## src/rtl/assert_macros.svh

```systemverilog
// Assertion macros for the top level of the IMU sample conditioner.
`ifndef ASSERT_MACROS_SVH
`define ASSERT_MACROS_SVH

// Same-cycle implication, disabled during reset.
`define ASSERT_IMPLIES(label, clk, rst, ante, cons) \
   label: assert property (@(posedge clk) disable iff (rst) (ante) |-> (cons)) \
      else $error("assertion failed");

// Next-cycle implication, disabled during reset.
`define ASSERT_NEXT(label, clk, rst, ante, cons) \
   label: assert property (@(posedge clk) disable iff (rst) (ante) |=> (cons)) \
      else $error("assertion failed");

`endif

```

## src/rtl/isc_pkg.sv

```systemverilog
// Shared types and constants for the IMU sample conditioner.
package isc_pkg;

   // Fixed field and state widths
   localparam int SAMPLE_W   = 16;
   localparam int GYRO_W     = 28;
   localparam int ACC_W      = 32;
   localparam int RATE_W     = 19;
   localparam int GAIN_W     = 16;
   localparam int MASK_W     = 3;
   localparam int AXES       = 3;
   localparam int AXIS_W     = 2;
   localparam int DIFF_W     = ACC_W + 1;
   localparam int PROD_W     = DIFF_W + GAIN_W + 1;
   localparam int CSR_IDX_W  = 3;
   localparam int REQ_DATA_W = 96;
   localparam int RSP_DATA_W = 72;
   localparam int RSP_USER_W = 3;

   // Rate scaling: counts / 65.5 is done as 2 * counts / 131
   localparam int RATE_DIV      = 131;
   localparam int RATE_DIV_HALF = 65;
   localparam int DIV_STEPS     = 8;

   // Register indexes
   localparam logic [CSR_IDX_W-1:0] CSR_OFFSET_X   = 3'd0;
   localparam logic [CSR_IDX_W-1:0] CSR_OFFSET_Y   = 3'd1;
   localparam logic [CSR_IDX_W-1:0] CSR_OFFSET_Z   = 3'd2;
   localparam logic [CSR_IDX_W-1:0] CSR_INVERT     = 3'd3;
   localparam logic [CSR_IDX_W-1:0] CSR_FAST_GAIN  = 3'd4;
   localparam logic [CSR_IDX_W-1:0] CSR_SLOW_GAIN  = 3'd5;
   localparam logic [CSR_IDX_W-1:0] CSR_ACCEL_GAIN = 3'd6;

   // Register reset values
   localparam logic [GAIN_W-1:0] FAST_GAIN_RST  = 16'd23673;
   localparam logic [GAIN_W-1:0] SLOW_GAIN_RST  = 16'd10394;
   localparam logic [GAIN_W-1:0] ACCEL_GAIN_RST = 16'd3874;

   // Axis codes
   localparam logic [AXIS_W-1:0] AXIS_X = 2'd0;
   localparam logic [AXIS_W-1:0] AXIS_Y = 2'd1;
   localparam logic [AXIS_W-1:0] AXIS_Z = 2'd2;

   // Sequencer states
   typedef enum logic [2:0] {
      ST_IDLE,
      ST_DIV_START,
      ST_DIV_WAIT,
      ST_SUB,
      ST_MUL,
      ST_ACC,
      ST_EMIT
   } isc_state_type;

   // Filter being updated by the shared unit
   typedef enum logic [1:0] {
      FILT_SLOW,
      FILT_FAST,
      FILT_ACCEL
   } isc_filter_type;

   // Step controls for the shared multiply/update unit
   typedef struct packed {
      logic diff_en;
      logic prod_en;
      logic wide;
   } isc_mac_ctrl_type;

endpackage

```

## src/rtl/isc_div131.sv

```systemverilog
// Iterative divider by the rate constant, STEPS quotient bits per cycle.
module isc_div131 #(
   parameter int DVD_W = 34,
   parameter int STEPS = 8
) (
   input  logic             clock,
   input  logic             reset,
   input  logic             start,
   input  logic [DVD_W-1:0] dividend,
   output logic [DVD_W-1:0] quotient,
   output logic             done
);

   localparam int CYCLES = (DVD_W + STEPS - 1) / STEPS;
   localparam int PAD_W  = CYCLES * STEPS;
   localparam int CNT_W  = $clog2(CYCLES + 1);
   localparam int REM_W  = $clog2(isc_pkg::RATE_DIV);
   localparam logic [REM_W:0] DIVISOR = (REM_W + 1)'(isc_pkg::RATE_DIV);

   logic [PAD_W-1:0] num_ff, num_in;
   logic [PAD_W-1:0] quo_ff, quo_in;
   logic [REM_W-1:0] rem_ff, rem_in;
   logic [CNT_W-1:0] cnt_ff, cnt_in;
   logic             busy_ff, busy_in;
   logic             done_ff, done_in;
   logic [REM_W-1:0] step_rem;
   logic [STEPS-1:0] step_q;

   // Run STEPS restoring steps on the top dividend bits
   always_comb begin
      logic [REM_W:0]   trial;
      logic [REM_W-1:0] r;
      r      = rem_ff;
      step_q = '0;
      for (int i = 0; i < STEPS; i++) begin
         trial = {r, num_ff[PAD_W-1-i]};
         if (trial >= DIVISOR) begin
            trial             = trial - DIVISOR;
            step_q[STEPS-1-i] = 1'b1;
         end
         r = trial[REM_W-1:0];
      end
      step_rem = r;
   end

   // Load on start, advance while busy
   always_comb begin
      num_in  = num_ff;
      quo_in  = quo_ff;
      rem_in  = rem_ff;
      cnt_in  = cnt_ff;
      busy_in = busy_ff;
      done_in = 1'b0;
      if (start) begin
         num_in  = PAD_W'(dividend);
         quo_in  = '0;
         rem_in  = '0;
         cnt_in  = CNT_W'(CYCLES);
         busy_in = 1'b1;
      end else if (busy_ff) begin
         num_in = num_ff << STEPS;
         quo_in = (quo_ff << STEPS) | PAD_W'(step_q);
         rem_in = step_rem;
         cnt_in = cnt_ff - CNT_W'(1);
         if (cnt_ff == CNT_W'(1)) begin
            busy_in = 1'b0;
            done_in = 1'b1;
         end
      end
   end

   always_ff @(posedge clock) begin
      if (reset) begin
         cnt_ff  <= '0;
         busy_ff <= 1'b0;
         done_ff <= 1'b0;
      end else begin
         cnt_ff  <= cnt_in;
         busy_ff <= busy_in;
         done_ff <= done_in;
      end
   end

   always_ff @(posedge clock) begin
      num_ff <= num_in;
      quo_ff <= quo_in;
      rem_ff <= rem_in;
   end

   assign quotient = quo_ff[DVD_W-1:0];
   assign done     = done_ff;

endmodule

```

## src/rtl/isc_mac.sv

```systemverilog
// Shared filter update unit: difference, gain multiply, rounded add with saturation.
module isc_mac #(
   parameter int COEF_BITS = 16
) (
   input  logic                                clock,
   input  isc_pkg::isc_mac_ctrl_type           ctrl,
   input  logic        [isc_pkg::GAIN_W-1:0]   gain,
   input  logic signed [isc_pkg::ACC_W-1:0]    x_val,
   input  logic signed [isc_pkg::ACC_W-1:0]    s_val,
   output logic signed [isc_pkg::ACC_W-1:0]    s_upd
);

   localparam int DIFF_W = isc_pkg::DIFF_W;
   localparam int PROD_W = isc_pkg::PROD_W;
   localparam int SUM_W  = PROD_W + 1;
   localparam logic signed [PROD_W-1:0] ROUND = PROD_W'(longint'(1) << (COEF_BITS - 1));
   localparam logic signed [SUM_W-1:0] GYRO_HI =
      SUM_W'((longint'(1) << (isc_pkg::GYRO_W - 1)) - 1);
   localparam logic signed [SUM_W-1:0] ACC_HI =
      SUM_W'((longint'(1) << (isc_pkg::ACC_W - 1)) - 1);

   logic signed [DIFF_W-1:0]          diff_ff, diff_in;
   logic signed [PROD_W-1:0]          prod_ff, prod_in;
   logic signed [isc_pkg::GAIN_W:0]   k_s;
   logic signed [PROD_W-1:0]          mult;
   logic signed [PROD_W-1:0]          step;
   logic signed [SUM_W-1:0]           sum;
   logic signed [SUM_W-1:0]           hi;
   logic signed [SUM_W-1:0]           lo;

   // Form the filter error, then the rounded gain product
   always_comb begin
      k_s     = $signed({1'b0, gain});
      mult    = k_s * diff_ff;
      diff_in = ctrl.diff_en ? (DIFF_W'(x_val) - DIFF_W'(s_val)) : diff_ff;
      prod_in = ctrl.prod_en ? (mult + ROUND) : prod_ff;
   end

   always_ff @(posedge clock) begin
      diff_ff <= diff_in;
      prod_ff <= prod_in;
   end

   // Add the scaled error to the state and clamp to the state width
   always_comb begin
      step = prod_ff >>> COEF_BITS;
      sum  = SUM_W'(s_val) + SUM_W'(step);
      hi   = ctrl.wide ? ACC_HI : GYRO_HI;
      lo   = -hi - SUM_W'(1);
      if (sum > hi) begin
         s_upd = isc_pkg::ACC_W'(hi);
      end else if (sum < lo) begin
         s_upd = isc_pkg::ACC_W'(lo);
      end else begin
         s_upd = isc_pkg::ACC_W'(sum);
      end
   end

endmodule

```

## src/rtl/isc_fmt.sv

```systemverilog
// Result formatting: round filter states, apply axis inversion, saturate.
module isc_fmt #(
   parameter int STATE_FRAC_BITS = 16
) (
   input  logic signed [isc_pkg::GYRO_W-1:0]   fast_st,
   input  logic signed [isc_pkg::GYRO_W-1:0]   slow_st,
   input  logic signed [isc_pkg::ACC_W-1:0]    acc_st,
   input  logic signed [isc_pkg::SAMPLE_W-1:0] held_raw,
   input  logic                                negate,
   input  logic                                primed,
   output logic signed [isc_pkg::RATE_W-1:0]   rate_fast,
   output logic signed [isc_pkg::RATE_W-1:0]   rate_slow,
   output logic signed [isc_pkg::SAMPLE_W-1:0] accel_raw,
   output logic signed [isc_pkg::SAMPLE_W-1:0] accel_smooth
);

   localparam int RSH = STATE_FRAC_BITS - 8;
   localparam int RW  = isc_pkg::GYRO_W + 2;
   localparam int AW  = isc_pkg::ACC_W + 2;
   localparam int SW  = isc_pkg::SAMPLE_W + 1;
   localparam logic signed [RW-1:0] R_RND = RW'((longint'(1) << RSH) >> 1);
   localparam logic signed [AW-1:0] A_RND = AW'((longint'(1) << STATE_FRAC_BITS) >> 1);
   localparam logic signed [RW-1:0] R_MAX = RW'((longint'(1) << (isc_pkg::RATE_W - 1)) - 1);
   localparam logic signed [RW-1:0] R_MIN = -R_MAX - RW'(1);
   localparam logic signed [AW-1:0] A_MAX = AW'((longint'(1) << (isc_pkg::SAMPLE_W - 1)) - 1);
   localparam logic signed [AW-1:0] A_MIN = -A_MAX - AW'(1);
   localparam logic signed [SW-1:0] S_MAX = SW'((longint'(1) << (isc_pkg::SAMPLE_W - 1)) - 1);
   localparam logic signed [SW-1:0] S_MIN = -S_MAX - SW'(1);

   // Round a gyro state to deg/s * 256, invert and clamp
   function automatic logic signed [isc_pkg::RATE_W-1:0] round_rate(
      input logic signed [isc_pkg::GYRO_W-1:0] st,
      input logic                              neg
   );
      logic signed [RW-1:0] v;
      v = (RW'(st) + R_RND) >>> RSH;
      if (neg) begin
         v = -v;
      end
      if (v > R_MAX) begin
         v = R_MAX;
      end else if (v < R_MIN) begin
         v = R_MIN;
      end
      return v[isc_pkg::RATE_W-1:0];
   endfunction

   // Accel state to g * 4096; report zero before the first good sample
   always_comb begin
      logic signed [AW-1:0] a;
      logic signed [SW-1:0] r;
      rate_fast = round_rate(fast_st, negate);
      rate_slow = round_rate(slow_st, negate);

      a = (AW'(acc_st) + A_RND) >>> STATE_FRAC_BITS;
      if (!primed) begin
         a = '0;
      end
      if (negate) begin
         a = -a;
      end
      if (a > A_MAX) begin
         a = A_MAX;
      end else if (a < A_MIN) begin
         a = A_MIN;
      end
      accel_smooth = a[isc_pkg::SAMPLE_W-1:0];

      r = SW'(held_raw);
      if (negate) begin
         r = -r;
      end
      if (r > S_MAX) begin
         r = S_MAX;
      end else if (r < S_MIN) begin
         r = S_MIN;
      end
      accel_raw = r[isc_pkg::SAMPLE_W-1:0];
   end

endmodule

```

## src/rtl/imu_sample_conditioner_unit.sv

```systemverilog
// Top level of the IMU sample conditioner: sequencer, filter state and stream ports.
//
//   channel   direction  payload
//   req_      in         tdata: gyro x,y,z, accel x,y,z; tuser: read_ok
//   rsp_      out        tdata: rate_fast, rate_slow, accel_raw, accel_smooth;
//                        tuser: axis, valid_res; tlast: last (z result)
//   csr_      in         write enable, register index, write data
//
// A good sample runs, per axis, the constant divider at 8 quotient bits a cycle,
// then the shared multiplier makes three passes of difference, product and update.
// A failed read skips the divider and the filters. Reset is synchronous and clears
// the filter state, but accel z starts at one g.
// One result register parts the output; a stalled rsp_tready holds the sequencer
// at the next result, and no request is taken until all three results are loaded.
`include "assert_macros.svh"

module imu_sample_conditioner_unit #(
   parameter int COEF_BITS       = 16,
   parameter int STATE_FRAC_BITS = 16
) (
   input  logic                                clock,
   input  logic                                reset,
   // request: gyro_x, gyro_y, gyro_z, accel_x, accel_y, accel_z (16 bits each)
   input  logic                                req_tvalid,
   output logic                                req_tready,
   input  logic [isc_pkg::REQ_DATA_W-1:0]      req_tdata,
   // request: read_ok
   input  logic                                req_tuser,
   output logic                                rsp_tvalid,
   input  logic                                rsp_tready,
   // rate_fast[18:0], rate_slow[37:19], accel_raw[53:38], accel_smooth[69:54], zero
   output logic [isc_pkg::RSP_DATA_W-1:0]      rsp_tdata,
   // axis[1:0], valid_res[2]
   output logic [isc_pkg::RSP_USER_W-1:0]      rsp_tuser,
   output logic                                rsp_tlast,
   input  logic                                csr_we,
   input  logic [isc_pkg::CSR_IDX_W-1:0]       csr_index,
   input  logic [isc_pkg::GAIN_W-1:0]          csr_wdata
);

   localparam int SW    = isc_pkg::SAMPLE_W;
   localparam int GW    = isc_pkg::GYRO_W;
   localparam int AWD   = isc_pkg::ACC_W;
   localparam int DIV_W = STATE_FRAC_BITS + 18;
   localparam int QW    = (DIV_W > GW + 1) ? DIV_W : GW + 1;
   localparam int AXW   = (SW + STATE_FRAC_BITS > AWD + 1) ? SW + STATE_FRAC_BITS : AWD + 1;
   localparam logic signed [QW-1:0]  Q_LIM    = QW'(longint'(1) << (GW - 1));
   localparam logic signed [GW-1:0]  GYRO_MAX = GW'((longint'(1) << (GW - 1)) - 1);
   localparam logic signed [GW-1:0]  GYRO_MIN = -GYRO_MAX - GW'(1);
   localparam logic signed [AXW-1:0] AX_MAX   = AXW'((longint'(1) << (AWD - 1)) - 1);
   localparam logic signed [AXW-1:0] AX_MIN   = -AX_MAX - AXW'(1);
   localparam longint ONE_G_L = longint'(4096) * (longint'(1) << STATE_FRAC_BITS);
   localparam logic signed [AWD-1:0] ACC_ONE_G =
      (ONE_G_L > 64'sd2147483647) ? 32'sh7FFF_FFFF : AWD'(ONE_G_L);

   // Configuration registers
   logic signed [SW-1:0]                offset_ff [isc_pkg::AXES];
   logic        [isc_pkg::MASK_W-1:0]   invert_ff;
   logic        [isc_pkg::GAIN_W-1:0]   fast_gain_ff;
   logic        [isc_pkg::GAIN_W-1:0]   slow_gain_ff;
   logic        [isc_pkg::GAIN_W-1:0]   accel_gain_ff;

   // Captured sample and filter state
   logic signed [SW-1:0]  gyro_ff   [isc_pkg::AXES];
   logic signed [SW-1:0]  accel_ff  [isc_pkg::AXES];
   logic signed [GW-1:0]  fast_st_ff [isc_pkg::AXES];
   logic signed [GW-1:0]  slow_st_ff [isc_pkg::AXES];
   logic signed [AWD-1:0] acc_st_ff  [isc_pkg::AXES];
   logic signed [SW-1:0]  held_ff    [isc_pkg::AXES];
   logic                  ok_ff;
   logic                  primed_ff;

   // Sequencer
   isc_pkg::isc_state_type          state_ff, state_in;
   isc_pkg::isc_filter_type         filt_ff, filt_in;
   logic [isc_pkg::AXIS_W-1:0]      axis_ff, axis_in;
   logic signed [GW-1:0]            xg_ff, xg_in;
   isc_pkg::isc_mac_ctrl_type       mac_ctrl;
   logic                            req_fire;
   logic                            out_free;
   logic                            div_start;
   logic                            div_done;
   logic                            xg_we;
   logic                            st_we;
   logic                            held_we;
   logic                            emit_fire;

   // Datapath
   logic signed [SW:0]              gdiff;
   logic        [SW:0]              gmag;
   logic        [DIV_W-1:0]         dividend;
   logic        [DIV_W-1:0]         quotient;
   logic signed [QW-1:0]            q_w;
   logic signed [AXW-1:0]           ax_wide;
   logic signed [AWD-1:0]           ax_val;
   logic signed [AWD-1:0]           mac_x;
   logic signed [AWD-1:0]           mac_s;
   logic        [isc_pkg::GAIN_W-1:0] mac_gain;
   logic signed [AWD-1:0]           s_upd;
   logic signed [isc_pkg::RATE_W-1:0] fmt_rf;
   logic signed [isc_pkg::RATE_W-1:0] fmt_rs;
   logic signed [SW-1:0]            fmt_ar;
   logic signed [SW-1:0]            fmt_as;

   // Result register
   logic                              rsp_valid_ff;
   logic [isc_pkg::RSP_DATA_W-1:0]    rsp_data_ff;
   logic [isc_pkg::RSP_USER_W-1:0]    rsp_user_ff;
   logic                              rsp_last_ff;

   assign req_fire = req_tvalid && req_tready;
   assign out_free = !rsp_valid_ff || rsp_tready;

   // Take configuration writes; ignore indexes past the register list
   always_ff @(posedge clock) begin
      if (reset) begin
         for (int i = 0; i < isc_pkg::AXES; i++) begin
            offset_ff[i] <= '0;
         end
         invert_ff     <= '0;
         fast_gain_ff  <= isc_pkg::FAST_GAIN_RST;
         slow_gain_ff  <= isc_pkg::SLOW_GAIN_RST;
         accel_gain_ff <= isc_pkg::ACCEL_GAIN_RST;
      end else if (csr_we) begin
         case (csr_index)
            isc_pkg::CSR_OFFSET_X:   offset_ff[0]  <= $signed(csr_wdata[SW-1:0]);
            isc_pkg::CSR_OFFSET_Y:   offset_ff[1]  <= $signed(csr_wdata[SW-1:0]);
            isc_pkg::CSR_OFFSET_Z:   offset_ff[2]  <= $signed(csr_wdata[SW-1:0]);
            isc_pkg::CSR_INVERT:     invert_ff     <= csr_wdata[isc_pkg::MASK_W-1:0];
            isc_pkg::CSR_FAST_GAIN:  fast_gain_ff  <= csr_wdata;
            isc_pkg::CSR_SLOW_GAIN:  slow_gain_ff  <= csr_wdata;
            isc_pkg::CSR_ACCEL_GAIN: accel_gain_ff <= csr_wdata;
            default: begin
            end
         endcase
      end
   end

   // Next state of the sequencer
   always_comb begin
      state_in = state_ff;
      axis_in  = axis_ff;
      filt_in  = filt_ff;
      case (state_ff)
         isc_pkg::ST_IDLE: begin
            if (req_fire) begin
               axis_in  = isc_pkg::AXIS_X;
               state_in = req_tuser ? isc_pkg::ST_DIV_START : isc_pkg::ST_EMIT;
            end
         end
         isc_pkg::ST_DIV_START: begin
            state_in = isc_pkg::ST_DIV_WAIT;
         end
         isc_pkg::ST_DIV_WAIT: begin
            if (div_done) begin
               filt_in  = isc_pkg::FILT_SLOW;
               state_in = isc_pkg::ST_SUB;
            end
         end
         isc_pkg::ST_SUB: begin
            state_in = isc_pkg::ST_MUL;
         end
         isc_pkg::ST_MUL: begin
            state_in = isc_pkg::ST_ACC;
         end
         isc_pkg::ST_ACC: begin
            case (filt_ff)
               isc_pkg::FILT_SLOW: begin
                  filt_in  = isc_pkg::FILT_FAST;
                  state_in = isc_pkg::ST_SUB;
               end
               isc_pkg::FILT_FAST: begin
                  filt_in  = isc_pkg::FILT_ACCEL;
                  state_in = isc_pkg::ST_SUB;
               end
               default: begin
                  state_in = isc_pkg::ST_EMIT;
               end
            endcase
         end
         isc_pkg::ST_EMIT: begin
            if (out_free) begin
               if (axis_ff == isc_pkg::AXIS_Z) begin
                  state_in = isc_pkg::ST_IDLE;
               end else begin
                  axis_in  = axis_ff + isc_pkg::AXIS_W'(1);
                  state_in = ok_ff ? isc_pkg::ST_DIV_START : isc_pkg::ST_EMIT;
               end
            end
         end
         default: begin
            state_in = isc_pkg::ST_IDLE;
         end
      endcase
   end

   // Sequencer outputs
   always_comb begin
      req_tready       = 1'b0;
      div_start        = 1'b0;
      held_we          = 1'b0;
      xg_we            = 1'b0;
      st_we            = 1'b0;
      emit_fire        = 1'b0;
      mac_ctrl.diff_en = 1'b0;
      mac_ctrl.prod_en = 1'b0;
      mac_ctrl.wide    = (filt_ff == isc_pkg::FILT_ACCEL);
      case (state_ff)
         isc_pkg::ST_IDLE:      req_tready = 1'b1;
         isc_pkg::ST_DIV_START: begin
            div_start = 1'b1;
            held_we   = 1'b1;
         end
         isc_pkg::ST_DIV_WAIT:  xg_we = div_done;
         isc_pkg::ST_SUB:       mac_ctrl.diff_en = 1'b1;
         isc_pkg::ST_MUL:       mac_ctrl.prod_en = 1'b1;
         isc_pkg::ST_ACC:       st_we = 1'b1;
         isc_pkg::ST_EMIT:      emit_fire = out_free;
         default: begin
         end
      endcase
   end

   always_ff @(posedge clock) begin
      if (reset) begin
         state_ff <= isc_pkg::ST_IDLE;
         filt_ff  <= isc_pkg::FILT_SLOW;
         axis_ff  <= isc_pkg::AXIS_X;
      end else begin
         state_ff <= state_in;
         filt_ff  <= filt_in;
         axis_ff  <= axis_in;
      end
   end

   // Capture the request
   always_ff @(posedge clock) begin
      if (req_fire) begin
         for (int i = 0; i < isc_pkg::AXES; i++) begin
            gyro_ff[i]  <= $signed(req_tdata[i*SW +: SW]);
            accel_ff[i] <= $signed(req_tdata[(isc_pkg::AXES + i)*SW +: SW]);
         end
      end
   end

   always_ff @(posedge clock) begin
      if (reset) begin
         ok_ff     <= 1'b0;
         primed_ff <= 1'b0;
      end else if (req_fire) begin
         ok_ff <= req_tuser;
         if (req_tuser) begin
            primed_ff <= 1'b1;
         end
      end
   end

   // Gyro offset removal and magnitude for the constant divider
   always_comb begin
      gdiff    = (SW + 1)'(gyro_ff[axis_ff]) - (SW + 1)'(offset_ff[axis_ff]);
      gmag     = gdiff[SW] ? (SW + 1)'(-gdiff) : (SW + 1)'(gdiff);
      dividend = (DIV_W'(gmag) << (STATE_FRAC_BITS + 1)) + DIV_W'(isc_pkg::RATE_DIV_HALF);
   end

   isc_div131 #(
      .DVD_W (DIV_W),
      .STEPS (isc_pkg::DIV_STEPS)
   ) u_div (
      .clock    (clock),
      .reset    (reset),
      .start    (div_start),
      .dividend (dividend),
      .quotient (quotient),
      .done     (div_done)
   );

   // Restore the sign and clamp the gyro filter input
   always_comb begin
      q_w = QW'(quotient);
      if (gdiff[SW]) begin
         xg_in = (q_w >= Q_LIM) ? GYRO_MIN : -GW'(q_w);
      end else begin
         xg_in = (q_w >= Q_LIM - QW'(1)) ? GYRO_MAX : GW'(q_w);
      end
   end

   always_ff @(posedge clock) begin
      if (xg_we) begin
         xg_ff <= xg_in;
      end
   end

   // Accel filter input, clamped to the state width
   always_comb begin
      ax_wide = AXW'(accel_ff[axis_ff]) <<< STATE_FRAC_BITS;
      if (ax_wide > AX_MAX) begin
         ax_val = AWD'(AX_MAX);
      end else if (ax_wide < AX_MIN) begin
         ax_val = AWD'(AX_MIN);
      end else begin
         ax_val = AWD'(ax_wide);
      end
   end

   // Select operands of the shared unit
   always_comb begin
      case (filt_ff)
         isc_pkg::FILT_SLOW: begin
            mac_x    = AWD'(xg_ff);
            mac_s    = AWD'(slow_st_ff[axis_ff]);
            mac_gain = slow_gain_ff;
         end
         isc_pkg::FILT_FAST: begin
            mac_x    = AWD'(xg_ff);
            mac_s    = AWD'(fast_st_ff[axis_ff]);
            mac_gain = fast_gain_ff;
         end
         default: begin
            mac_x    = ax_val;
            mac_s    = acc_st_ff[axis_ff];
            mac_gain = accel_gain_ff;
         end
      endcase
   end

   isc_mac #(
      .COEF_BITS (COEF_BITS)
   ) u_mac (
      .clock (clock),
      .ctrl  (mac_ctrl),
      .gain  (mac_gain),
      .x_val (mac_x),
      .s_val (mac_s),
      .s_upd (s_upd)
   );

   // Write back filter state and the raw accel sample
   always_ff @(posedge clock) begin
      if (reset) begin
         // accel z starts at one g
         for (int i = 0; i < isc_pkg::AXES; i++) begin
            fast_st_ff[i] <= '0;
            slow_st_ff[i] <= '0;
            acc_st_ff[i]  <= (i == int'(isc_pkg::AXIS_Z)) ? ACC_ONE_G : '0;
            held_ff[i]    <= '0;
         end
      end else begin
         if (held_we) begin
            held_ff[axis_ff] <= accel_ff[axis_ff];
         end
         if (st_we) begin
            case (filt_ff)
               isc_pkg::FILT_SLOW: slow_st_ff[axis_ff] <= GW'(s_upd);
               isc_pkg::FILT_FAST: fast_st_ff[axis_ff] <= GW'(s_upd);
               default:            acc_st_ff[axis_ff]  <= s_upd;
            endcase
         end
      end
   end

   isc_fmt #(
      .STATE_FRAC_BITS (STATE_FRAC_BITS)
   ) u_fmt (
      .fast_st      (fast_st_ff[axis_ff]),
      .slow_st      (slow_st_ff[axis_ff]),
      .acc_st       (acc_st_ff[axis_ff]),
      .held_raw     (held_ff[axis_ff]),
      .negate       (invert_ff[axis_ff]),
      .primed       (primed_ff),
      .rate_fast    (fmt_rf),
      .rate_slow    (fmt_rs),
      .accel_raw    (fmt_ar),
      .accel_smooth (fmt_as)
   );

   // Load the result register; drop valid once taken
   always_ff @(posedge clock) begin
      if (reset) begin
         rsp_valid_ff <= 1'b0;
      end else if (emit_fire) begin
         rsp_valid_ff <= 1'b1;
      end else if (rsp_tready) begin
         rsp_valid_ff <= 1'b0;
      end
   end

   always_ff @(posedge clock) begin
      if (emit_fire) begin
         rsp_data_ff <= {2'b00, fmt_as, fmt_ar, fmt_rs, fmt_rf};
         rsp_user_ff <= {ok_ff, axis_ff};
         rsp_last_ff <= (axis_ff == isc_pkg::AXIS_Z);
      end
   end

   assign rsp_tvalid = rsp_valid_ff;
   assign rsp_tdata  = rsp_data_ff;
   assign rsp_tuser  = rsp_user_ff;
   assign rsp_tlast  = rsp_last_ff;

   // Checks
   `ASSERT_NEXT(a_busy_after_accept, clock, reset, req_fire, !req_tready)
   `ASSERT_IMPLIES(a_div_done_awaited, clock, reset, div_done, state_ff == isc_pkg::ST_DIV_WAIT)
   `ASSERT_NEXT(a_free_after_z, clock, reset, emit_fire && axis_ff == isc_pkg::AXIS_Z, req_tready)

endmodule
```

## config.mk

```make
export PLATFORM = sky130hd
export DESIGN_NAME = imu_sample_conditioner_unit
export DESIGN_NICKNAME = d
export VERILOG_FILES = /design/src/rtl/isc_pkg.sv /design/src/rtl/isc_div131.sv /design/src/rtl/isc_mac.sv /design/src/rtl/isc_fmt.sv /design/src/rtl/imu_sample_conditioner_unit.sv
export VERILOG_INCLUDE_DIRS = /design/src /design/src/rtl
export SDC_FILE = /design/constraint.sdc
export NUM_CORES = 2
export LEC_CHECK = 0
export ABC_AREA = 1
export BUFFER_PORTS_ARGS = -buffer_cell sky130_fd_sc_hd__buf_2
export CAP_MARGIN = 20
export CORE_MARGIN = 2
export CORE_UTILIZATION = 33
export DETAILED_ROUTE_END_ITERATION = 8
export GPL_TIMING_DRIVEN = 0
export SYNTH_ARGS = -nofsm -noshare
export SYNTH_HDL_FRONTEND = slang
export SYNTH_SLANG_ARGS = --single-unit
```

## constraint.sdc

```tcl
create_clock -name clock -period 31.2 [get_ports clock]
set_input_delay 4.68 -clock clock [delete_from_list [all_inputs] [get_ports clock]]
set_output_delay 4.68 -clock clock [all_outputs]
set_load 0.01 [all_outputs]
```

Yosys cells after proc, flatten, opt, wreduce, memory -nomap -nowiden. Memories as Yosys holds them, arrays and structs flattened. A register that Yosys moved wholly into a read port is not among the register bits. Cells that the tools add are included.

Flip-flop bits (word level): 333. Memory bits (writable): 456. Input bits: 121. Output and inout port bits: 78. Word-level logic and storage cells: 266. Memories: 7.

Memories: acc_st_ff (depth 3, bits a word 32, read ports 1, clocked after Yosys merged registers in 1, write ports 3, line imu_sample_conditioner_unit.sv:68) `logic signed [AWD-1:0] acc_st_ff [isc_pkg::AXES];`; fast_st_ff (depth 3, bits a word 28, read ports 1, clocked after Yosys merged registers in 1, write ports 3, line imu_sample_conditioner_unit.sv:66) `logic signed [GW-1:0] fast_st_ff [isc_pkg::AXES];`; slow_st_ff (depth 3, bits a word 28, read ports 1, clocked after Yosys merged registers in 1, write ports 3, line imu_sample_conditioner_unit.sv:67) `logic signed [GW-1:0] slow_st_ff [isc_pkg::AXES];`; accel_ff (depth 3, bits a word 16, read ports 1, clocked after Yosys merged registers in 1, write ports 3, line imu_sample_conditioner_unit.sv:65) `logic signed [SW-1:0] accel_ff [isc_pkg::AXES];`; gyro_ff (depth 3, bits a word 16, read ports 1, clocked after Yosys merged registers in 1, write ports 3, line imu_sample_conditioner_unit.sv:64) `logic signed [SW-1:0] gyro_ff [isc_pkg::AXES];`; held_ff (depth 3, bits a word 16, read ports 1, clocked after Yosys merged registers in 1, write ports 3, line imu_sample_conditioner_unit.sv:69) `logic signed [SW-1:0] held_ff [isc_pkg::AXES];`; +1 memories.

$add $sub $neg: 26. Multipliers: 1. Order comparisons: 23. Equality and inequality tests: 21. Muxes and demuxes: 131. Bitwise operators: 5. Reductions and logical operators: 25.

Operators by type and width (number): 2-to-1 mux 32 bit (6); 2-to-1 mux 28 bit (5); 2-to-1 mux 34 bit (4); 2-to-1 mux 16 bit (6); greater-or-equal comparator 9 x 8 -> 1 bit (second input constant) (8); 2-to-1 mux 8 bit (8); case mux 32 bit (2 select lines) (1); subtractor 8 bit (second input constant) (8); > comparator 30 x 19 -> 1 bit (second input constant) (2); < comparator 30 x 19 -> 1 bit (second input constant) (2); 2-to-1 mux 30 bit (2); negation 21 -> 30 bit (2); adder 28 x 9 -> 29 bit (second input constant) (2); 2-to-1 mux 1 bit (57); OR reduction 28 bit (2); > comparator 51 bit (1); < comparator 51 bit (1); negation 51 bit (1); subtractor 51 x 2 -> 51 bit (second input constant) (1); adder 50 x 17 -> 50 bit (second input constant) (1); multiplier 17 x 33 -> 50 bit (1); 2-to-1 mux 2 bit (22); 2-to-1 mux 19 bit (2); adder 32 x 34 -> 35 bit (1); 50 further kinds (86).

Longest topological paths before layout.
Depth in word-level cells: 17. Depth in mapped cells: 73. Depth with buffers taken out: 72.

Cells and area by module. A second synthesis with hierarchy kept.

Cells, all modules: 8336. Area total of the unflattened synthesis: 68436.9 sq um.

Modules (own cells, without submodules): imu_sample_conditioner_unit (times used 1, cells each 3025, area an instance 31489.0 sq um, sequential area each 21140.3 sq um); isc_mac (times used 1, cells each 3570, area an instance 26516.7 sq um, sequential area each 2011.9 sq um); isc_div131 (times used 1, cells each 854, area an instance 6199.7 sq um, sequential area each 2082.0 sq um); isc_fmt (times used 1, cells each 887, area an instance 4231.6 sq um, sequential area each 0.0 sq um).

Worst setup path before layout. Ideal clock, no wire load.

Path type: reg2reg. From: reg with a tool-made name. To: mem acc_st_ff[0][20] in the netlist's numbering, data pin. Library setup time: 0.266 ns. Arrival: 9.665 ns. Required time: 30.934 ns. Setup slack: 21.269 ns. Cell stages (with the launch flop): 57. Buffers on the path: 11. Period minus slack after synthesis: 9.931 ns. Cell sequence: dfxtp_1 inv_1 clkbuf_1 clkbuf_1 buf_1 clkbuf_1 clkbuf_1 buf_1 buf_1 clkbuf_1 clkbuf_1 clkbuf_1 nand2_1 a32o_1 a21oi_1 ha_1 fa_1 nand2_1 [21 not listed] a21oi_1 xnor2_1 ha_1 nand2_1 nor2_1 nand4_1 and3b_1 nand4_1 nand3b_1 nor4_1 nand4_1 o41ai_1 inv_1 o41ai_1 clkbuf_1 nand2_1 clkinv_1 nor2_1.

RTL lines (line): to (decl) (imu_sample_conditioner_unit.sv:68).

==> flow_metrics.env <==
export IMPL_outcome="complete, no violations"
export IMPL_drive_above_1_share_pct=7.92
export IMPL_clkTransAtPathRegs_ns=0.06
export IMPL_synth_edff_count=749
export IMPL_finClkSkew_ns=0.119
export IMPL_cp_num_buf_inv=16
export IMPL_crit_family="buffers and inverters"
export IMPL_min_period_ns=14.97
export IMPL_hold_viol_final=0
export IMPL_hp_class="reg2reg"
export IMPL_dr_max_layer_used="met4"
export IMPL_grt_antenna_before_repair=4
export IMPL_dr_pass1_iters=6
export IMPL_area_growth_pct=13.0
export IMPL_ioPinCount=199
export IMPL_synth_warnings=0
export IMPL_htree_levels=3
export IMPL_cts_resized=0
export IMPL_cts_buffers=96
export IMPL_worstSetupEndpointType="flop"
export IMPL_die_width_um=437
export IMPL_cp_max_fo=10
export IMPL_post_cts_setup_buffer_count=0
export IMPL_start_util_pct=33.3
export IMPL_die_h_um=437
export IMPL_setup_viol=0
export IMPL_postCtsHoldBufs=0
export IMPL_max_freq_ghz=0.0668
export IMPL_cpMaxStageDelayCell="clkbuf_1"
export IMPL_place_hpwl_um=160000
export IMPL_clkLatencyLatePin_ns=0.79
export IMPL_synthArstFlopShare_pct=0
export IMPL_wl_met1_um=80400
export IMPL_required_ns=31.70
export IMPL_grt_use_total_pct=21.0
export IMPL_cts_tree="yes"
export IMPL_routed_wl_um=202000
export IMPL_antenna_left=0
export IMPL_slew_viol_final=0
export IMPL_maxCapViolCount=0
export IMPL_synth_cells=6802
export IMPL_path_class="reg2reg"
export IMPL_ys_types=63
export IMPL_nets=8032
export IMPL_core_area_um2=186000
export IMPL_layout_commonest_cell="nand2_1"
export IMPL_gp_congestion=0.955
export IMPL_avgSynthCellArea_um2=9.09
export IMPL_grt_ovfl_total=0
export IMPL_drt_vias_per_instance=5.06
export IMPL_worst_pin_slew_ns=1.26
export IMPL_wl_met2_um=92600
export IMPL_drt_iter0_markers=4257
export IMPL_rows=158
export IMPL_ys_ff_latch=865
export IMPL_critical_path_arrival_ns=15.47
export IMPL_ys_flop_type="edfxtp_1"
export IMPL_timing_final_crit_share_pct=48.0
export IMPL_grt_pass1_vias=48800
export IMPL_rsz0062_at_grt="no"
export IMPL_dpl_instance_area_um2=66800
export IMPL_final_cell_area_um2=69900
export IMPL_grt_pass1_wl_um=303000
export IMPL_cts_buffer_depth=3
export IMPL_nFillCells=18800
export IMPL_clock_root_buffer="clkbuf_16"
export IMPL_tns_ns=0
export IMPL_die_area_um2=191000
export IMPL_vias=49100
export IMPL_cpPeakStageDelay_ns=0.81
export IMPL_dr_wl_met3_um=17400
export IMPL_drc=0
export IMPL_crit_path_start_kind="flop"
export IMPL_fin_ws_ns=16.23
export IMPL_place_ws_ns=16.53
export IMPL_grt_max_degree=41
export IMPL_port_buffers=195
export IMPL_relSlewSlack_pct=16.1
export IMPL_yosysSeqAreaShare_pct=40.1
export IMPL_post_drt_wl_per_cell_um=20.8
export IMPL_layout_common_cells="nand2_1 (1,203), inv_1 (1,008), nor2_1 (954)"
export IMPL_cts_sinks=865
export IMPL_syn_area_um2=61900
routing by layer:
metal / up-vias / GRT usage [%]
li1: 22600 / -
met1: 24000 / 26.7
met2: 2087 / 33.6
met5: - / 0
met4: 0 / 10.9
met3: 405 / 4.36
state kept, by name (all words and copies together) (netlist names), 26 cells and up, named ones only:
name,count
fast_st_ff,112
accel_ff,48
u_mac.diff_ff,33
gyro_ff,48
u_div.quo_ff,34
acc_st_ff,128
xg_ff,28
rsp_tdata,70
offset_ff,48
slow_st_ff,112
held_ff,64
u_mac.prod_ff,34
u_div.num_ff,26
logic make-up after synthesis:
kind of cell	share of synthesized area [%]
compound gates	8.99
xor+xnor	3.48
fa+ha+maj	21.6
buf+inv	8.27
flops	40.1
other cells	0.00606
simple gates	17.5
cell type report:
cell class              instances  area [um2]  share of cell area, %
diodes                          3        7.51                 0.0107
plain buffers                 284        1100                   1.57
clock buffers                 127        2550                   3.64
clock inverters                50         566                  0.809
inverters                    1072        4020                   5.75
multi-input cells            4582       32000                   45.8
flip-flops and latches        865       24800                   35.5
well taps                    2480        3100                   4.44
repair buffers                245        1760                   2.52
per-stage QoR:
| stage | util, % | instances | hold WS, ns |
|---|---|---|---|
| 5_1_grt | 37.6 | 9705 | 0.490 |
| 3_3_place_gp | 35.5 | 9478 | 0.447 |
| 2_1_floorplan | - | 6803 | 0.423 |
| 4_1_cts | 37.6 | 9703 | 0.439 |
| 6_report | 37.6 | 9708 | 0.433 |
| 3_5_place_dp | 35.9 | 9526 | 0.453 |
path summary, 6_finish.rpt:
path	startpoint	endpoint	slack, ns	cells past startpoint
worst max register to register	flop	fast_st_ff[0][8]	16.23	56
worst max-delay path	flop	fast_st_ff[0][8]	16.23	56
worst min-delay path	u_div.quo_ff[3]	u_div.quo_ff[11]	0.43	2
worst min register to register	u_div.quo_ff[3]	u_div.quo_ff[11]	0.43	2
synth_stat cells (all sizes together) (4+ instances only):
cell,number,share of area [%]
a211oi,9,0.11
a21o,9,0.11
a21oi,322,2.6
a221oi,4,0.057
a22oi,35,0.42
a31oi,40,0.40
a32o,21,0.34
a32oi,38,0.54
buf,63,0.43
clkbuf,221,1.3
clkinv,43,0.26
dfxtp,116,3.8
edfxtp,749,36
fa,505,16
ha,260,5.3
inv,1029,6.2
nand2,1263,8.0
nand3,225,1.9
nand3b,11,0.13
nand4,42,0.42
nor2,981,6.1
nor3,32,0.26
nor4,12,0.12
o2111ai,4,0.057
o211ai,48,0.58
o21a,7,0.085
o21ai,325,2.7
o21bai,14,0.17
o221ai,5,0.071
o22ai,39,0.39
o31ai,8,0.097
o41ai,6,0.085
or2,47,0.48
xnor2,82,1.2
xor2,164,2.3
worst reg2reg max path: cells and delay by family (launching register included):
kind,cells,cell delay (ns)
buffers and inverters,16,6.41
AOI/OAI and AO/OA,19,4.44
and+or+nand+nor,17,2.38
adders and majority gates,3,0.71
DFF,1,0.35
xor gates and xnor gates,1,0.35
Power is left out: the tool's default activity adds up to more than one toggle a clock period on the data nets, which glitch-free logic cannot reach.
